$ cat src/sv/vtx_pkg.sv
// Shared types and constants for the 4x4 vertex transform.
// Used by the channel interfaces, the column cells, the output stage and the top level.
package vtx_pkg;

  localparam int DIM       = 4;
  localparam int IDX_W     = $clog2(DIM);
  localparam int DATA_W    = 32;
  localparam int FRAC_BITS = 16;
  localparam int PROD_W    = 2 * DATA_W;
  localparam int ACC_W     = PROD_W + IDX_W;

  // Request type codes
  localparam logic REQ_LOAD  = 1'b0;
  localparam logic REQ_XFORM = 1'b1;

  localparam logic signed [DATA_W-1:0] WORD_MAX = {1'b0, {(DATA_W-1){1'b1}}};
  localparam logic signed [DATA_W-1:0] WORD_MIN = {1'b1, {(DATA_W-1){1'b0}}};

  typedef logic signed [DATA_W-1:0] word_t;
  typedef logic signed [PROD_W-1:0] prod_t;
  typedef logic signed [ACC_W-1:0]  acc_t;
  typedef acc_t  acc_vec_t [DIM];
  typedef prod_t prod_vec_t [DIM];

  // Request moving down the cell chain
  typedef struct packed {
    logic                            valid;
    logic                            load;
    logic [IDX_W-1:0]                row;
    logic [IDX_W-1:0]                col;
    logic [DATA_W-1:0]               value;
    logic [DIM-1:0][DATA_W-1:0]      vec;
  } tok_t;

endpackage

$ cat src/sv/vtx_sat.sv
// Output stage: shifts the row sums down by the fraction width, saturates
// to 32 bits and registers the result. Depends on vtx_pkg.
module vtx_sat (
  input  logic              clk,
  input  logic              rst,
  input  logic              en,
  input  logic              xform_valid,
  input  vtx_pkg::acc_vec_t acc_in,
  output logic              valid,
  output vtx_pkg::word_t    out_x,
  output vtx_pkg::word_t    out_y,
  output vtx_pkg::word_t    out_z,
  output vtx_pkg::word_t    out_w,
  output logic              saturated
);
  import vtx_pkg::*;

  word_t           comp_next [DIM];
  logic  [DIM-1:0] clip;
  acc_t            shifted [DIM];
  word_t           res [DIM];
  logic            sat_flag;

  // Floor shift, then clip anything outside the 32-bit range
  always_comb begin
    for (int r = 0; r < DIM; r++) begin
      shifted[r] = acc_in[r] >>> FRAC_BITS;
      clip[r]    = !((&shifted[r][ACC_W-1:DATA_W-1]) || !(|shifted[r][ACC_W-1:DATA_W-1]));
      if (clip[r]) begin
        comp_next[r] = shifted[r][ACC_W-1] ? WORD_MIN : WORD_MAX;
      end else begin
        comp_next[r] = shifted[r][DATA_W-1:0];
      end
    end
  end

  // Result register
  always_ff @(posedge clk) begin
    if (rst) begin
      valid <= 1'b0;
    end else if (en) begin
      valid <= xform_valid;
    end
  end

  always_ff @(posedge clk) begin
    if (en) begin
      for (int r = 0; r < DIM; r++) begin
        res[r] <= comp_next[r];
      end
      sat_flag <= |clip;
    end
  end

  assign out_x     = res[0];
  assign out_y     = res[1];
  assign out_z     = res[2];
  assign out_w     = res[3];
  assign saturated = sat_flag;

`ifndef SYNTHESIS
  a_sat_limit: assert property (@(posedge clk) disable iff (rst)
    valid && saturated |->
      out_x == WORD_MAX || out_x == WORD_MIN || out_y == WORD_MAX || out_y == WORD_MIN ||
      out_z == WORD_MAX || out_z == WORD_MIN || out_w == WORD_MAX || out_w == WORD_MIN)
    else $error("saturated flag set but no component sits at a limit");

  a_xform_lands: assert property (@(posedge clk) disable iff (rst)
    !$past(rst) && $past(en) && $past(xform_valid) |-> valid)
    else $error("transform request lost at the output stage");
`endif

endmodule
$ cat config.mk
export PLATFORM = sky130hd
export DESIGN_NAME = vtx_sat
export DESIGN_NICKNAME = d
export VERILOG_FILES = /design/src/sv/vtx_pkg.sv /design/src/sv/vtx_sat.sv
export SDC_FILE = /design/constraint.sdc
export NUM_CORES = 1
export LEC_CHECK = 0
export BUFFER_PORTS_ARGS = -buffer_cell sky130_fd_sc_hd__clkbuf_2
export CAP_MARGIN = 20
export CORE_AREA = 3 3 155 157
export CTS_CLUSTER_SIZE = 10
export DETAILED_ROUTE_END_ITERATION = 10
export DIE_AREA = 0 0 158 160
export PLACE_DENSITY = 0.55
export SLEW_MARGIN = 5
export SYNTH_ARGS = -nofsm -noshare
export SYNTH_HDL_FRONTEND = slang
export SYNTH_SLANG_ARGS = --single-unit
$ cat constraint.sdc
create_clock -name clk -period 3.4 [get_ports clk]
set_input_delay 0.68 -clock clk [delete_from_list [all_inputs] [get_ports clk]]
set_output_delay 0.68 -clock clk [all_outputs]
set_load 0.01 [all_outputs]
==> metrics.txt, run 1 <==
largest net degree at the start of global routing 63; dominant synthesized flop cell edfxtp_1; NumNets Final 948; sequential share of power 46.6%; clk sink count 130; I/O pin cnt 398; Tcrit/Tclk final 64.10%; Synth warnings 0; final setup fails 0; Wirelength per Cell 16.33 um; Area Growth Syn to Fin 43.52%; Post-Syn Area 5644 um^2; antenna viol nets, final 0; Min Hold Slack 0.4199 ns; DR pass1 iterations 4; # DRC 0; CTS root buf clkbuf_16; VDD IR max 273.0 uV; Mean Syn Cell Area 16.36 um^2; Tot GR Track Use 12.48%; number of global-route vias before repair 4454; crit path max fanout 32; HP Class in -> reg; hpwl dp 11.90 mm; #FFs+latches synth 130; die span in x 158 um; CTS tree done; Die ar. 25280 um^2; fin area 8100 um^2; initial antenna violation count 0; RSZ-0062 raised after global routing no; internal power 3.202 mW; post-CTS setup buffer count 0; gr ovfl total 0; clk_lat worst skew 0.41 ns; number of cells upsized or downsized after cts 0; Leak 3.852 nW; count leader, synth edfxtp_1; Yosys top cell by area edfxtp_1; number of synthesized flops with an enable pin 129; hold buffer count at CTS 0; sequential area share after synthesis 68.99%; Syn Nets 613; status finished clean; Clock Tree Buf Depth 2; Commonest cells post-synth edfxtp_1, a21o_2, a21o_1; slew margin rel. 53.73%; initial core utilization 24.93%; drt total wl 15.97 mm; r2r setup slk 2.81 ns; die height 160 um; total power 4.151 mW; Setup TNS 0 ns; Fmax 0.4588 GHz; CP Capture Type flip-flop; via count 4293; CP startpoint kind input port; Worst EP required 3.53 ns; critical path arrival 2.31 ns; DR vias/cell 4.390; Setup Skew 0 ns; Slew Limit Fails 0; core area 22640 um^2; Fin. Hold Viols 0; Placed Area 7546 um^2; Num CTS Buffers 17; synth top area cells edfxtp_1, a21o_2, a21o_1, buf_6, nand4_1; Yosys top cell area share 68.63%; Net Sw Power 0.9493 mW; PwrDens 512.5 nW/um^2; RePlAce Congestion 0.7702; Post-Syn Instances 345; post-synth cell types 18; diodes inserted 0; Buffers on Ports 333; Slew @ Worst Pin 0.6940 ns; global-route wire length before repair 24.34 mm; clock power share 41.9%; fin crit period 2.180 ns; proportion of power drawn by combinational gates 11.5%; CP Class in -> reg; Net Sw Frac 22.87%; standard-cell rows 55; H-tree Lvls 4; Max Cap Viol 0; number of DRC markers in iteration 0 204; layout cells sized above 1 67.39%; clk slew on worst S/H paths 0.06 ns; FFs w/ async S/R, synth 0%
[stage by stage]
stage / std cells / worst slack (ns) / utilization [%]
6_report: 978 / 1.220 / 35.78
3_5_place_dp: 946 / 0.7511 / 33.33
2_1_floorplan: 345 / 1.422 / -
3_3_place_gp: 946 / 0.7497 / 33.33
5_1_grt: 978 / 0.9894 / 35.78
4_1_cts: 978 / 1.201 / 35.78
[cell families after synthesis]
kind of cell / synth area share, %
multiplexers: 0.1774
AO/OA/AOI/OAI: 19.95
AND/OR/NAND/NOR: 6.030
buffers and inverters: 4.855
flip-flops: 68.99
[worst max-delay path, cell delays in order]
cell and delay (ns):
clkbuf_2 0.10, nor4_1 0.31, nand4_1 0.15, nor4_2 0.29
a31o_2 0.61, nand4_1 0.15
[placed cells by master, fill, tap and decap left out]
| cell type | n |
|---|---|
| and3_1 | 4 |
| clkinvlp_4 | 3 |
| dfxtp_1 | 1 |
| nor4_2 | 4 |
| clkbuf_2 | 332 |
| clkinv_1 | 2 |
| clkbuf_16 | 17 |
| buf_4 | 10 |
| nand4_1 | 21 |
| edfxtp_1 | 129 |
| a21o_1 | 39 |
| nor2_1 | 9 |
| mux2i_1 | 1 |
| nor4_1 | 16 |
| a311oi_4 | 4 |
| bufinv_16 | 2 |
| clkinv_4 | 1 |
| clkinv_2 | 3 |
| a31o_2 | 4 |
| a21o_2 | 85 |
| buf_6 | 1 |
| buf_12 | 1 |
| clkbuf_1 | 4 |
[layout make-up]
type	count	area, um^2
sequential	130	3894
clock inverter	11	113.9
tap	285	356.6
multi-input combinational	187	1528
clock buffer	21	440.4
timing repair buffer	344	1768
fill	2255	14540
[registers in the layout (all words and copies together), names as in the netlist]
register / cells
res: 128
saturated: 1
valid: 1
[worst paths after layout]
kind                                          from                  end  cells after the start
worst max-delay path                   acc_in[124]  saturated$_DFFE_PP_                      6
worst max register to register  valid$_SDFFE_PP0P_   valid$_SDFFE_PP0P_                      2
worst min-delay path                           rst   valid$_SDFFE_PP0P_                      2
worst min register to register  valid$_SDFFE_PP0P_   valid$_SDFFE_PP0P_                      2
[metal layers]
metal / up-vias / track usage (%) / share of wire (%)
li1: 2063 / - / -
met1: 2007 / 14.73 / 40
met2: 202 / 20.46 / 49
met3: 21 / 5.068 / 9.0
met4: 0 / 4.458 / 2.0
met5: - / 0 / 0
[power groups by stage]
stage | registers (mW) | clock network (mW) | logic [mW]
final | 1.94 | 1.74 | 0.476
after global routing | 1.95 | 1.89 | 0.526
after CTS | 1.94 | 1.81 | 0.486
after detailed placement | 1.97 | 0 | 0.485
after global placement | 1.97 | 0 | 0.483
after floorplan | 2.04 | 0 | 0.106
(Power assumes the default switching activity.)
==> run 2, diff against run 1 <==
--- a/config.mk
+++ b/config.mk
@@ -5,13 +5,14 @@
 export SDC_FILE = /design/constraint.sdc
 export NUM_CORES = 1
 export LEC_CHECK = 0
+export ABC_AREA = 1
 export BUFFER_PORTS_ARGS = -buffer_cell sky130_fd_sc_hd__clkbuf_2
 export CAP_MARGIN = 20
-export CORE_AREA = 3 3 155 157
+export CORE_AREA = 3 3 156 158
 export CTS_CLUSTER_SIZE = 10
 export DETAILED_ROUTE_END_ITERATION = 10
-export DIE_AREA = 0 0 158 160
-export PLACE_DENSITY = 0.55
+export DIE_AREA = 0 0 159 161
+export PLACE_DENSITY = 0.54
 export SLEW_MARGIN = 5
 export SYNTH_ARGS = -nofsm -noshare
 export SYNTH_HDL_FRONTEND = slang
==> constraint.sdc (replaced) <==
create_clock -name clk -period 2.2 [get_ports clk]
set_input_delay 0.44 -clock clk [delete_from_list [all_inputs] [get_ports clk]]
set_output_delay 0.44 -clock clk [all_outputs]
set_load 0.01 [all_outputs]
==> run 2 against run 1 <==
Against the previous run:
- power increased by 58%
- combinational power is 49% higher
- utilization about the same
- sequential cell count is the same
==> metrics.txt, run 2 <==
number of synthesized flops with an enable pin 129 (unchanged); post-CTS setup buffer count 0 (unchanged); Clock Tree Buf Depth 2 (unchanged); CTS tree done; Num CTS Buffers 17 (unchanged); H-tree Lvls 4 (unchanged); commonest non-fill, non-tap cell in the layout clkbuf_2; internal power 5.034 mW (+57%); most frequent cells in the layout clkbuf_2, nand2_1, edfxtp_1; RSZ-0062 raised after global routing no; Worst EP required 1.76 ns (-1.77 ns); Net Sw Frac 23.29% (+0.43 points); fin crit period 1.416 ns; PnR worst setup slack 0.7841 ns (-0.4363 ns); antenna viol nets, final 0 (unchanged); worst-path cell chain clkbuf_2; Max Cap Viol 0 (unchanged); Tcrit/Tclk final 64.36%; clock power share 43.7% (+1.8 points); number of DRC markers in iteration 0 151 (-26%); count leader, synth nand2_1; crit path max fanout 1 (-97%); Commonest cells post-synth nand2_1, edfxtp_1, nor2_1; Synth Area in XOR/XNOR 0% (unchanged); Post-Synth Adder-Cell Area 0% (unchanged); final setup fails 0 (unchanged); Setup TNS 0 ns (unchanged); simple-gate portion of the synthesized area 26.75% (+21 points); number of cells upsized or downsized after cts 0 (unchanged); Yosys top cell by area edfxtp_1; via count 4891 (+14%); Min Hold Slack 0.1896 ns (-0.2303 ns); clk_lat worst skew 0.40 ns (about the same); diodes inserted 0 (unchanged); largest family of logic cells by synthesized area simple AND/OR/NAND/NOR gates; clk sink count 130 (unchanged); CP Class reg -> out; # DRC 0 (unchanged); DR vias/cell 4.026 (-8.3%); core area 23260 um^2 (+2.7%); Tot GR Track Use 13.05% (+0.57 points); total power 6.562 mW (+58%); post-synth cell types 21 (+3); max reg flops 128 (unchanged); global-route wire length before repair 26.12 mm (+7.3%); hold buffer count at CTS 0 (unchanged); hpwl dp 13.02 mm (+9.3%); number of global-route vias before repair 4868 (+9.3%); synth top area cells edfxtp_1, nand2_1, nor2_1, buf_6, nand4_1; initial antenna violation count 1 (+1); critical path arrival 0.98 ns (-1.33 ns); slew margin rel. 70.23% (+16 points); CP startpoint kind flip-flop; VDD IR max 392.0 uV (+44%); sequential area share after synthesis 68.35% (-0.64 points); Post-Syn Instances 543 (+57%); die span in x 159 um (+0.63%); dpl ws 0.3687 ns (-0.3825 ns); status finished clean; Area Growth Syn to Fin 46.06%; #FFs+latches synth 130 (unchanged); dominant synthesized flop cell edfxtp_1; Slew Limit Fails 0 (unchanged); Core Util, Final 35.77% (about the same); Crit-path slowest cell edfxtp_1; Leak 3.827 nW (-0.63%); RePlAce Congestion 0.8135 (+5.6%); Post-Syn Area 5697 um^2 (+0.93%); initial core utilization 24.49% (-0.44 points); Fin. Hold Viols 0 (unchanged); CP Capture Type primary output; Biggest register res; die height 161 um (+0.63%); Synth warnings 0 (unchanged); sequential share of power 45.5% (-1.1 points); standard-cell rows 56 (+1.8%); Slew @ Worst Pin 0.4466 ns (-0.2475 ns); Yosys top cell area share 68.00% (-0.63 points); NumNets Final 1151 (+21%); Setup Skew 0 ns (unchanged); DR pass1 iterations 4 (unchanged); compound-cell area share of the yosys netlist 0% (-20 points); layout cells sized above 1 43.19% (-24 points); Net Sw Power 1.529 mW (+61%); Fmax 0.7063 GHz; Worst path max stage delay 0.40 ns (-0.21 ns); clk slew on worst S/H paths 0.06 ns (about the same); FFs w/ async S/R, synth 0% (unchanged); proportion of power drawn by combinational gates 10.8% (-0.7 points); Buf+Inv Stages, Crit Path 1 (unchanged); gr ovfl total 0 (unchanged); largest net degree at the start of global routing 41 (-35%); Syn Nets 811 (+32%); mux share of post-synthesis cell area 0.1757% (-0.0016 points); Die ar. 25600 um^2 (+1.3%); drt total wl 17.11 mm (+7.1%); CTS root buf clkbuf_16; Buffers on Ports 333 (unchanged); Mean Syn Cell Area 10.49 um^2 (-36%); PwrDens 788.7 nW/um^2 (+54%); HP Class in -> reg; I/O pin cnt 398 (unchanged); critical path's top delay family flip-flops; Wirelength per Cell 14.08 um (-14%)
-- run 2: final timing paths --
check / from / cells past startpoint / slack, ns / end
setup / recovery: res[1][10]$_DFFE_PP_ / 1 / 0.78 / out_y[10]
hold / removal: rst / 2 / 0.19 / valid$_SDFFE_PP0P_
setup reg to reg: valid$_SDFFE_PP0P_ / 2 / 1.61 / valid$_SDFFE_PP0P_
hold reg to reg: valid$_SDFFE_PP0P_ / 2 / 0.50 / valid$_SDFFE_PP0P_
-- run 2: layout make-up --
type,instances,area [um^2]
clock inverter,14,165.2
fill,2453,14940
multi-input combinational,380,1534
clock buffer,18,429.2
timing repair buffer,349,1881
tap,319,399.1
inverter,5,18.77
sequential,130,3894
-- run 2: cell families after synthesis --
family / count (synthesis)
and+or+nand+nor: 379
DFF: 130
buffers and inverters: 33
muxes: 1
-- run 2: power by group through the flow --
stage	combinational [mW]	clock, mW	sequential [mW]
after floorplan	0.124	0	3.15
after CTS	0.722	2.98	2.99
after detailed placement	0.720	0	3.04
after global placement	0.719	0	3.04
after global routing	0.781	3.09	3.01
final	0.707	2.87	2.99
-- run 2: routing by layer --
metal  GRT usage [%]  vias to the layer above  routed length, um  part of all wire (%)
met3           6.335                       15               1791                    10
met1           14.41                     2185               6632                    39
met2           22.62                      230               8453                    49
met4           3.382                        2                223                   1.3
met5               0                        -                  9                 0.053
li1                -                     2459                  -                     -
-- run 2: through the flow --
stage / instance area [um^2] / cells
2_1_floorplan: 5697 / 543
3_3_place_gp: 7726 / 1183
3_5_place_dp: 7726 / 1183
4_1_cts: 8320 / 1215
5_1_grt: 8320 / 1215
6_report: 8320 / 1215
